[src/kuff_pkg.sv]
`timescale 1ns / 1ps
package kuff_pkg;

  localparam int VERTEX_W  = 10;
  localparam int WEIGHT_W  = 32;
  localparam int COUNT_W   = 11;
  localparam int CFG_IDX_W = 1;

  localparam logic [CFG_IDX_W-1:0] REG_VERTEX_COUNT    = 1'd0;
  localparam logic [CFG_IDX_W-1:0] REG_SATELLITE_COUNT = 1'd1;

  typedef enum logic [2:0] {
    ST_CLEAR,
    ST_IDLE,
    ST_A_WALK,
    ST_A_COMP,
    ST_B_WALK,
    ST_B_COMP,
    ST_LINK,
    ST_RESULT
  } kuff_state_t;

  // source of the parent-store read address (and of the next walk node)
  typedef enum logic [1:0] {
    RD_IN_FROM,
    RD_FROM,
    RD_TO,
    RD_LINK
  } rd_src_t;

  typedef enum logic {
    SIDE_FROM,
    SIDE_TO
  } side_t;

  typedef struct packed {
    logic    capture;
    logic    rd_en;
    rd_src_t rd_src;
    logic    root_we;
    side_t   side;
    logic    comp_we;
    logic    link;
    logic    load_out;
    logic    run_clear;
    logic    clear_step;
  } kuff_cmd_t;

  typedef struct packed {
    logic live;
    logic at_root;
    logic clr_last;
    logic out_free;
    logic last;
  } kuff_status_t;

endpackage

[src/kuff_ctrl.sv]
`timescale 1ns / 1ps
module kuff_ctrl (
  input  logic                   clk,
  input  logic                   rst_n,
  input  logic                   in_valid,
  output logic                   in_ready,
  input  kuff_pkg::kuff_status_t status,
  output kuff_pkg::kuff_cmd_t    cmd
);
  import kuff_pkg::*;

  kuff_state_t state_r;
  kuff_state_t state_nxt;

  always_ff @(posedge clk) begin
    if (!rst_n) begin
      state_r <= ST_CLEAR;
    end else begin
      state_r <= state_nxt;
    end
  end

  always_comb begin
    state_nxt = state_r;
    unique case (state_r)
      ST_CLEAR: begin
        if (status.clr_last) state_nxt = ST_IDLE;
      end
      ST_IDLE: begin
        if (in_valid) state_nxt = status.live ? ST_A_WALK : ST_RESULT;
      end
      ST_A_WALK: begin
        if (status.at_root) state_nxt = ST_A_COMP;
      end
      ST_A_COMP: begin
        if (status.at_root) state_nxt = ST_B_WALK;
      end
      ST_B_WALK: begin
        if (status.at_root) state_nxt = ST_B_COMP;
      end
      ST_B_COMP: begin
        if (status.at_root) state_nxt = ST_LINK;
      end
      ST_LINK: begin
        state_nxt = ST_RESULT;
      end
      ST_RESULT: begin
        if (status.out_free) state_nxt = status.last ? ST_CLEAR : ST_IDLE;
      end
      default: state_nxt = ST_CLEAR;
    endcase
  end

  always_comb begin
    cmd      = '0;
    in_ready = 1'b0;
    unique case (state_r)
      ST_CLEAR: begin
        cmd.clear_step = 1'b1;
      end
      ST_IDLE: begin
        in_ready = 1'b1;
        if (in_valid) begin
          cmd.capture = 1'b1;
          cmd.rd_en   = 1'b1;
          cmd.rd_src  = RD_IN_FROM;
        end
      end
      ST_A_WALK, ST_B_WALK: begin
        cmd.rd_en = 1'b1;
        cmd.side  = (state_r == ST_A_WALK) ? SIDE_FROM : SIDE_TO;
        if (status.at_root) begin
          // latch the root, then restart from the endpoint to compress
          cmd.root_we = 1'b1;
          cmd.rd_src  = (state_r == ST_A_WALK) ? RD_FROM : RD_TO;
        end else begin
          cmd.rd_src = RD_LINK;
        end
      end
      ST_A_COMP, ST_B_COMP: begin
        cmd.side = (state_r == ST_A_COMP) ? SIDE_FROM : SIDE_TO;
        if (status.at_root) begin
          if (state_r == ST_A_COMP) begin
            cmd.rd_en  = 1'b1;
            cmd.rd_src = RD_TO;
          end
        end else begin
          cmd.comp_we = 1'b1;
          cmd.rd_en   = 1'b1;
          cmd.rd_src  = RD_LINK;
        end
      end
      ST_LINK: begin
        cmd.link = 1'b1;
      end
      ST_RESULT: begin
        if (status.out_free) begin
          cmd.load_out  = 1'b1;
          cmd.run_clear = status.last;
        end
      end
      default: begin
        cmd = '0;
      end
    endcase
  end

  // every accepted edge takes the controller out of idle
  a_accept_leaves_idle: assert property (@(posedge clk) disable iff (!rst_n)
    (in_valid && in_ready) |=> (state_r != ST_IDLE))
    else $error("accepted edge did not start processing");

  a_link_after_comp: assert property (@(posedge clk) disable iff (!rst_n)
    (state_r == ST_LINK) |-> ($past(state_r) == ST_B_COMP))
    else $error("link entered without finishing second find");

  a_run_end_sweeps: assert property (@(posedge clk) disable iff (!rst_n)
    cmd.run_clear |=> (state_r == ST_CLEAR))
    else $error("end of run did not start the store sweep");

endmodule

[config.mk]
export PLATFORM = sky130hd
export DESIGN_NAME = kuff_ctrl
export DESIGN_NICKNAME = d
export VERILOG_FILES = /design/src/kuff_pkg.sv /design/src/kuff_ctrl.sv
export SDC_FILE = /design/constraint.sdc
export NUM_CORES = 1
export LEC_CHECK = 0
export BUFFER_PORTS_ARGS = -buffer_cell sky130_fd_sc_hd__buf_2
export CORE_AREA = 2 2 39 41
export CTS_CLUSTER_SIZE = 30
export DETAILED_ROUTE_END_ITERATION = 8
export DIE_AREA = 0 0 41 43
export GPL_ROUTABILITY_DRIVEN = 1
export SLEW_MARGIN = 20
export SYNTH_ARGS = -nofsm -noshare
export SYNTH_HDL_FRONTEND = slang
export SYNTH_SLANG_ARGS = --single-unit
[constraint.sdc]
create_clock -name clk -period 1.26 [get_ports clk]
set_input_delay 0.126 -clock clk [delete_from_list [all_inputs] [get_ports clk]]
set_output_delay 0.126 -clock clk [all_outputs]
set_load 0.01 [all_outputs]
# Yosys cells after proc, flatten, opt, wreduce, memory -nomap -nowiden
# Cells that the tools add are included.
# W data, S select, Z words.
# totals
ramBits	0
inputBits	8
latchBits	0
out_inout_bits	12
ff_bits	3
n_memories	0
rom_bits	0
# op_classes
shift	0
order_cmp	0
eq_ne	14
reduce_logical	4
bitwise	0
mul	0
muxes	29
add_sub_neg	0
n_div	0
# ops
cell	count
$mux W3	10
$pmux W3 S8	1
$ne A2 B2 Y1 const B	7
$eq A3 B3 Y1 const B	4
$mux W1	11
$pmux W3 S3	1
$mux W2	4
$reduce_and A7 Y1	1
$eq A3 B2 Y1 const B	2
$mux W4	1
$reduce_or A2 Y1	2
$eq A3 B1 Y1 const B	1
$logic_not A3 Y1	1
$pmux W1 S2	1

# Logic depth before layout (Yosys ltp)
# Gate-level depths: netlist of run 1.
# logic_depth
depth_word	4
mapped_depth	5

# Worst setup path before layout of run 1
# OpenSTA, ideal clock, no wires.
# synth_path
kind	flip-flop to output port
startpoint	register state_r[2]
endpoint	output cmd[4] in the netlist's numbering
slack_ps	45
t_arrival_ps	1089
required_ps	1134
stages_incl_launch_ff	5
path_cell_list	dfxtp_1 -> inv_1 -> nor2_1 -> nor2b_1 -> nor3b_1
# synth_lines
item	line_no	text
from (decl)	kuff_ctrl.sv:12	kuff_state_t state_r;
from (signal assigned)	kuff_ctrl.sv:19	state_r <= state_nxt;
to (decl)	kuff_ctrl.sv:8	output kuff_pkg::kuff_cmd_t cmd

==> flow_metrics.env, run 1 <==
export IMPL_status="complete, but fails checks"
export IMPL_violations="setup timing"
export IMPL_r2r_end="state_r[2]"
export IMPL_finalHoldViolations=0
export IMPL_wl_met2_um=647
export IMPL_gp_congestion=0.7848
export IMPL_core_sq_um=1384
export IMPL_post_route_drc_count=0
export IMPL_track_usage_pct=14.43
export IMPL_clkSlewWorstSetupHoldPaths_ns=0.04
export IMPL_worstSetupEndpointType="output port"
export IMPL_wl_met3_um=55
export IMPL_multi_input_area_sq_um=322.8
export IMPL_die_h_um=43
export IMPL_pre_cts_ws_ns=-0.02130
export IMPL_cts_tree="done"
export IMPL_first_iter_violations=3
export IMPL_yosys_warnings=0
export IMPL_clk_latency_ns=0.23
export IMPL_rrSetupSlack_ns=-0.02
export IMPL_grt_max_degree=8
export IMPL_synth_seq_cells=3
export IMPL_yosys_area_share_simple_pct=39.36
export IMPL_synth_xor_area_share_pct=0
export IMPL_rr_worst_depth=6
export IMPL_drt_pass1_iter_count=4
export IMPL_whs_path_depth=3
export IMPL_synth_net_count=58
export IMPL_synthMuxAreaShare_pct=12.06
export IMPL_clock_sinks=3
export IMPL_syn_inst=50
export IMPL_place_hpwl_um=711.2
export IMPL_largest_reg_flops=3
export IMPL_hold_class="in2reg"
export IMPL_io_pin_count=20
export IMPL_layout_commonest_cell="buf_2"
export IMPL_tightest_slew_ns=0.2065
export IMPL_syn_area_sq_um=352.8
export IMPL_peakVddDrop_uv=596.7
export IMPL_routed_top_layer="met3"
export IMPL_antenna_found_initial=0
export IMPL_power_total_mw=1.022
export IMPL_grt_pass1_vias=437
export IMPL_seqCellArea_sq_um=71.32
export IMPL_nFillCells=138
export IMPL_layout_common_cells="buf_2 (17), buf_4 (10), buf_6 (9)"
export IMPL_vias_per_cell=4.765
export IMPL_synth_compound_area_share_pct=22.34
export IMPL_largestRegisters="state_r: 3 flops"
export IMPL_routed_wl_mm=1.158
export IMPL_reg2reg_from="state_r[1]"
export IMPL_required_ns=1.13
export IMPL_vias=486
export IMPL_yosys_area_share_adder_pct=0
export IMPL_cp_start_kind="flip-flop"
export IMPL_dieArea_sq_um=1763
export IMPL_ant_nets=0
export IMPL_rows=14
export IMPL_maxSlewViolCount=0
export IMPL_rsz0062_at_grt="yes"
export IMPL_gr_total_overflow=0
export IMPL_timing_worst_setup_path_type="reg2out"
export IMPL_synth_area_top_cells="dfxtp_1 (17%), nor2b_1 (7.1%), mux2_2 (6.4%)"
export IMPL_hold_start="rst_n"
export IMPL_whs_ns=0.1498
export IMPL_numCtsBuffers=3
export IMPL_cap_violations=0
export IMPL_synth_top_cell_area_share_pct=17.02
export IMPL_power_density_nw_per_um2=1444
export IMPL_fin_util_pct=51.18
export IMPL_layout_nets=95
export IMPL_drt_met1_wl_um=455
export IMPL_syn_area_per_cell_sq_um=7.057
export IMPL_holdPathEnd="state_r[1]"
export IMPL_layout_worst_path_cycle_share_pct=103.5
export IMPL_clock_path_buffers=2
export IMPL_clock_skew_ns=0.003087
export IMPL_grt_pass1_wl_mm=1.773
export IMPL_worst_slack_ns=-0.04353
export IMPL_die_x_um=41
export IMPL_p_leak_nw=0.3530
export IMPL_yosys_area_top_type="dfxtp_1"
export IMPL_cts_max_level=1
export IMPL_fmax_mhz=767.1
export IMPL_drive_gt1_share_pct=65.12
export IMPL_yosysSeqAreaShare_pct=17.02
export IMPL_port_buffers=19
export IMPL_synth_top_family_by_area="simple AND/OR/NAND/NOR gates"
export IMPL_period_needed_ns=1.304
export IMPL_clock_root_buffer="clkbuf_4"
export IMPL_routedWlPerCell_um=11.35
export IMPL_slew_headroom_pct=86.21
export IMPL_finalSetupViolations=5
export IMPL_crit_fanout=5
export IMPL_n_antenna_cell=0
export IMPL_area_delta_synth_final_pct=100.7
export IMPL_cp_arrival_ns=1.18
export IMPL_synth_distinct_cells=25
export IMPL_dpl_cell_area_sq_um=484.2
export IMPL_initial_utilization_pct=25.50
export IMPL_final_design_area_no_fill_sq_um=708.2
export IMPL_regMostFlops="state_r"
## metal layers
| metal | track usage, % | vias up |
|---|---|---|
| li1 | - | 248 |
| met1 | 16.29 | 225 |
| met2 | 24.38 | 13 |
| met3 | 1.571 | 0 |
| met4 | 8.000 | 0 |
| met5 | 0 | - |
## worst max-delay path by stage
stage	startpoint	to	depth (start not counted)
floorplan	state_r[2]	cmd[4]	4
global placement	state_r[2]	state_r[1]	4
detailed placement	state_r[2]	state_r[1]	4
CTS	state_r[2]	cmd[0]	4
global route	state_r[1]	cmd[4]	5
finish	state_r[1]	cmd[4]	5
## critical path, stage by stage (launching register included)
cell and delay, ns:
dfxtp_4 0.36, buf_6 0.12, nor2_4 0.12, nor2b_4 0.06
nor3b_2 0.15, buf_2 0.14
## synthesized netlist by cell type
master and instances:
nand2b_1 1, o21ai_0 2, a21oi_1 4, o21a_1 1
a31oi_1 1, and3_1 2, a21o_1 1, nor2b_1 4
nand3b_1 1, or3b_1 1, buf_6 1, nor3b_1 2
dfxtp_1 3, and2_1 2, nor2_1 5, o31ai_1 1
buf_2 2, a211oi_2 1, buf_4 1, inv_1 1
nor3_1 2, o211ai_1 1, mux2_2 2, mux2i_1 2
nand2_1 6
## cell families (layout without fill, tap and decap cells)
group                  count (synthesis)  count (layout)
AND/OR/NAND/NOR                       26              26
AO/OA/AOI/OAI                         12              12
buffers and inverters                  5              41
multiplexers                           4               4
flip-flops                             3               3
## power breakdown
part	switching, mW	internal [mW]	leakage [nW]
logic	0.287	0.392	0.311
registers	0.0471	0.128	0.0267
clock network	0.0505	0.119	0.0150
## metrics by stage
stage          std cells  setup TNS (ns)
2_1_floorplan         50               0
3_3_place_gp          87        -0.04388
3_5_place_dp          87        -0.05149
4_1_cts               99         -0.1687
5_1_grt              102         -0.6421
6_report             102         -0.1270
## layout make-up
cell class	instances	area share (%)
sequential	3	10.07
clock buffer	4	3.710
multi-input combinational	42	45.58
timing repair buffer	36	36.93
inverter	1	0.8834
tap	16	2.827
## repair_timing
| item | in CTS | in global routing |
|---|---|---|
| hold endpoints to repair | 0 | 0 |
| hold buffers | 0 | 0 |
| setup endpoints to repair | 13 | 12 |
| pin swaps | 5 | 3 |
| buffers inserted | 8 | 3 |
| gates resized for setup | 21 | 12 |
Power figures use the tool's default switching activity.
==> inputs of run 2 (changes only) <==
==> constraint.sdc (replaced) <==
create_clock -name clk -period 1.26 [get_ports clk]
set_input_delay 0.189 -clock clk [delete_from_list [all_inputs] [get_ports clk]]
set_output_delay 0.189 -clock clk [all_outputs]
set_load 0.01 [all_outputs]
==> run 2 against run 1 <==
- the flow still finishes with violations (setup timing)
- sequential share of layout area shrank 0.38 points
- highest routed layer is now met4
- critical path type unchanged
- combinational power shrank 3.2%
- worst setup slack lost 0.10 ns
- clock power grew 3%
- sequential power shrank 10%
==> flow_metrics.env, run 2 (synthesized netlist as in run 1, its figures left out) <==
export IMPL_clock_root_buffer="clkbuf_4"
export IMPL_cpPeakStageDelay_ns=0.33
export IMPL_drive_gt1_share_pct=64.29
export IMPL_clk_latency_ns=0.24
export IMPL_status="complete, but fails checks"
export IMPL_drt_pass1_iter_count=4
export IMPL_largest_reg_flops=3
export IMPL_vias=497
export IMPL_vias_per_cell=4.970
export IMPL_grt_pass1_wl_mm=1.725
export IMPL_antenna_found_initial=0
export IMPL_layout_commonest_cell="buf_2"
export IMPL_rsz0062_at_grt="yes"
export IMPL_violations="setup timing"
export IMPL_timing_worst_setup_path_type="reg2out"
export IMPL_layout_nets=93
export IMPL_cp_start_kind="flip-flop"
export IMPL_clock_skew_ns=0.004614
export IMPL_crit_top_cell="buf_6"
export IMPL_final_design_area_no_fill_sq_um=684.4
export IMPL_cts_hold_buf=0
export IMPL_gr_total_overflow=0
export IMPL_dpl_cell_area_sq_um=506.7
export IMPL_cts_tree="done"
export IMPL_track_usage_pct=14.74
export IMPL_power_density_nw_per_um2=1444
export IMPL_initial_utilization_pct=25.50
export IMPL_hold_class="in2reg"
export IMPL_worst_slack_ns=-0.1478
export IMPL_core_sq_um=1384
export IMPL_n_antenna_cell=0
export IMPL_p_leak_nw=0.3407
export IMPL_clock_sinks=3
export IMPL_worstSetupEndpointType="output port"
export IMPL_tightest_slew_ns=0.1938
export IMPL_clkSlewWorstSetupHoldPaths_ns=0.04
export IMPL_numCtsBuffers=3
export IMPL_port_buffers=19
export IMPL_dieArea_sq_um=1763
export IMPL_layout_common_cells="buf_2 (18), buf_6 (8), buf_4 (7)"
export IMPL_fmax_mhz=710.3
export IMPL_layout_worst_path_cycle_share_pct=111.7
export IMPL_grt_max_degree=9
export IMPL_regMostFlops="state_r"
export IMPL_place_hpwl_um=713.1
export IMPL_maxSlewViolCount=0
export IMPL_io_pin_count=20
export IMPL_routed_wl_mm=1.155
export IMPL_finalHoldViolations=0
export IMPL_cp_arrival_ns=1.22
export IMPL_peakVddDrop_uv=591.7
export IMPL_largestRegisters="state_r: 3 flops"
export IMPL_crit_path_cell_trace="buf_6 > nor2b_4 > mux2_4 > buf_6"
export IMPL_period_needed_ns=1.408
export IMPL_gp_congestion=0.7279
export IMPL_finalSetupViolations=11
export IMPL_first_iter_violations=16
export IMPL_ant_nets=0
export IMPL_die_h_um=43
export IMPL_post_route_drc_count=0
export IMPL_rows=14
export IMPL_grt_pass1_vias=445
export IMPL_cts_max_level=1
export IMPL_slew_headroom_pct=86.97
export IMPL_pre_cts_ws_ns=-0.009889
export IMPL_crit_fanout=6
export IMPL_routedWlPerCell_um=11.55
export IMPL_power_total_uw=988.3
export IMPL_required_ns=1.07
export IMPL_slowest_stage="dfxtp_2"
export IMPL_cap_violations=0
export IMPL_area_delta_synth_final_pct=93.97
export IMPL_whs_ns=0.2011
export IMPL_die_x_um=41
export IMPL_clock_path_buffers=2
## run 2: per-layer routing
layer	global-route usage, %	up-vias	part of all wire, %
met5	0	-	0
met4	9.333	0	0.52
met3	4.712	2	6.5
met2	25.62	21	55
met1	13.46	231	37
li1	-	243	-
## run 2: worst paths after layout
kind | start | to | slack, ns | depth (start not counted)
worst max-delay path | state_r[2] | cmd[7] | -0.15 | 4
worst min-delay path | rst_n | state_r[1] | 0.20 | 3
worst max register to register | state_r[0] | state_r[2] | -0.03 | 6
worst min register to register | state_r[2] | state_r[2] | 0.64 | 3
## run 2: cell type report
cell class                 count  area [sq um]
clock buffer                   4         26.28
tap                           16         20.02
timing repair buffer          34         252.7
sequential                     3         66.31
multi-input combinational     42         315.3
fill                         141         699.4
inverter                       1         3.754
## run 2: critical path, delay by kind of cell, from the launching register on
family,cells,cell delay (ns)
AND/OR/NAND/NOR,1,0.13
multiplexers,1,0.27
flip-flops,1,0.33
buffers and inverters,2,0.25
## run 2: per-stage QoR
step | setup TNS (ns) | util [%] | cells
floorplan | 0 | - | 50
global placement | 0 | 36.62 | 87
detailed placement | -0.009889 | 36.62 | 87
CTS | -0.7796 | 46.65 | 97
global route | -1.765 | 49.46 | 100
finish | -0.9167 | 49.46 | 100
## run 2: report_power, final
part / switching [mW] / total, mW / internal, mW
clock: 0.0551 / 0.174 / 0.119
sequential: 0.0324 / 0.157 / 0.125
combinational: 0.284 / 0.657 / 0.373
total: 0.371 / 0.988 / 0.617
## run 2: repair_timing
item,in CTS,in global routing
setup buffers,6,3
pin swaps,2,3
resized for setup,24,4
setup endpoints to repair,11,13
==> inputs of run 3 (changes only) <==
==> constraint.sdc (replaced) <==
create_clock -name clk -period 1.7 [get_ports clk]
set_input_delay 0.255 -clock clk [delete_from_list [all_inputs] [get_ports clk]]
set_output_delay 0.255 -clock clk [all_outputs]
set_load 0.01 [all_outputs]
==> run 3 against run 2 <==
- the flow now finishes without violations
- clock power decreased by 30%
- register-to-register slack improved by 0.37 ns
- worst hold slack improved by 0.076 ns
- combinational power decreased by 58%
- critical endpoint is now cmd[8]
- power decreased by 47%
- worst setup slack improved by 0.29 ns
- first-iteration DRC count decreased by 44%
- largest power group unchanged
- clock skew decreased by 0.0040 ns
- count of clock-buffer cells in the layout unchanged
==> flow_metrics.env, run 3 (synthesized netlist as in run 1, its figures left out) <==
export IMPL_status="finished, final reports clean"
export IMPL_post_cts_buffers=0
export IMPL_vias_per_cell=4.655
export IMPL_power_frac_seq_pct=23.9
export IMPL_switchingPower_uw=211.3
export IMPL_die_h_um=43
export IMPL_n_antenna_cell=0
export IMPL_cp_start_kind="flip-flop"
export IMPL_layout_nets=80
export IMPL_p_clk_share_pct=23.1
export IMPL_crit_fanout=11
export IMPL_nFillCells=163
export IMPL_track_usage_pct=9.419
export IMPL_grt_pass1_vias=312
export IMPL_rsz0062_at_grt="no"
export IMPL_internal_power_uw=312.2
export IMPL_final_design_area_no_fill_sq_um=481.7
export IMPL_cts_resized_gates=0
export IMPL_cap_violations=0
export IMPL_hold_class="in2reg"
export IMPL_numCtsBuffers=3
export IMPL_die_x_um=41
export IMPL_cts_tree="done"
export IMPL_clk_latency_ns=0.23
export IMPL_clock_root_buffer="clkbuf_4"
export IMPL_gr_total_overflow=0
export IMPL_largest_reg_flops=3
export IMPL_instances_no_fill=87
export IMPL_seqCellArea_sq_um=61.31
export IMPL_layout_worst_path_cycle_share_pct=91.88
export IMPL_grt_busiest_layer="met2"
export IMPL_io_pin_count=20
export IMPL_use_met1_pct=11.50
export IMPL_use_met2_pct=13.44
export IMPL_final_setup_tns_ns=0
export IMPL_finalSetupViolations=0
export IMPL_peakVddDrop_uv=374.8
export IMPL_placed_cells=83
export IMPL_rrSetupSlack_ns=0.34
export IMPL_regMostFlops="state_r"
export IMPL_dieArea_sq_um=1763
export IMPL_place_hpwl_um=632.4
export IMPL_clock_path_buffers=2
export IMPL_p_comb_share_pct=53.0
export IMPL_area_delta_synth_final_pct=36.52
export IMPL_antenna_found_initial=0
export IMPL_clkSlewWorstSetupHoldPaths_ns=0.03
export IMPL_ant_nets=0
export IMPL_rr_worst_depth=4
export IMPL_vias=405
export IMPL_post_route_drc_count=0
export IMPL_period_needed_ns=1.562
export IMPL_routedWlPerCell_um=9.736
export IMPL_tightest_slew_ns=0.3730
export IMPL_cts_hold_buf=0
export IMPL_grt_max_degree=14
export IMPL_fmax_mhz=640.2
export IMPL_required_ns=1.44
export IMPL_first_iter_violations=9
export IMPL_multi_input_area_sq_um=260.3
export IMPL_gr_usage_met3_pct=1.571
export IMPL_initial_utilization_pct=25.50
export IMPL_whs_ns=0.2771
export IMPL_gp_congestion=0.7697
export IMPL_slew_headroom_pct=75.10
export IMPL_finalHoldViolations=0
export IMPL_layout_common_cells="buf_2 (19), nand2_1 (6), nor2_1 (5)"
export IMPL_clock_sinks=3
export IMPL_drt_pass1_iter_count=4
export IMPL_grt_pass1_wl_mm=1.145
export IMPL_whs_path_depth=3
export IMPL_cts_max_level=1
export IMPL_p_leak_nw=0.2434
export IMPL_drive_gt1_share_pct=39.44
export IMPL_layout_commonest_cell="buf_2"
export IMPL_core_sq_um=1384
export IMPL_power_density_nw_per_um2=1087
export IMPL_swShare_pct=40.36
export IMPL_rows=14
export IMPL_clock_skew_ns=0.0006335
export IMPL_fin_util_pct=34.81
export IMPL_largestRegisters="state_r: 3 flops"
export IMPL_routed_wl_um=847
export IMPL_port_buffers=19
export IMPL_cp_arrival_ns=1.31
export IMPL_maxSlewViolCount=0
export IMPL_worstSetupEndpointType="output port"
export IMPL_timing_worst_setup_path_type="reg2out"
export IMPL_dpl_cell_area_sq_um=454.2
==> run 3: power groups by stage <==
stage	clock network, mW	logic [mW]	registers, mW
3_5_place_dp	0	0.280	0.123
6_report	0.121	0.277	0.125
3_3_place_gp	0	0.280	0.122
4_1_cts	0.130	0.281	0.122
2_1_floorplan	0	0.229	0.0965
5_1_grt	0.129	0.309	0.127
==> run 3: through the flow <==
stage               setup slack [ns]  power [mW]
floorplan                     0.3556      0.3254
global placement              0.3373      0.4018
detailed placement            0.2999      0.4030
CTS                          0.03611      0.5323
global route                 0.06645      0.5662
finish                        0.1380      0.5235
==> run 3: per-layer routing <==
layer	vias to the layer above	wire [um]	part of all wire, %
li1	217	-	-
met5	-	0	0
met2	13	367	43
met1	175	419	49
met4	0	0	0
met3	0	60	7.1
==> run 3: worst paths after layout <==
kind / startpoint / to
worst max-delay path: state_r[0] / cmd[8]
worst max register to register: state_r[0] / state_r[0]
worst min register to register: state_r[1] / state_r[1]
worst min-delay path: rst_n / state_r[1]
==> run 3: worst max-delay path, stage by stage, from the launching register on <==
cell and delay (ns):
dfxtp_1 0.53, buf_4 0.21, nor2b_1 0.05, o21ai_0 0.13
buf_2 0.15
==> run 3: layout make-up <==
cell class	instances	area share, %
Tap cell	16	4.156
Timing Repair Buffer	21	22.86
Inverter	1	0.7792
Clock buffer	4	5.455
Multi-Input combinational cell	42	54.03
Sequential cell	3	12.73
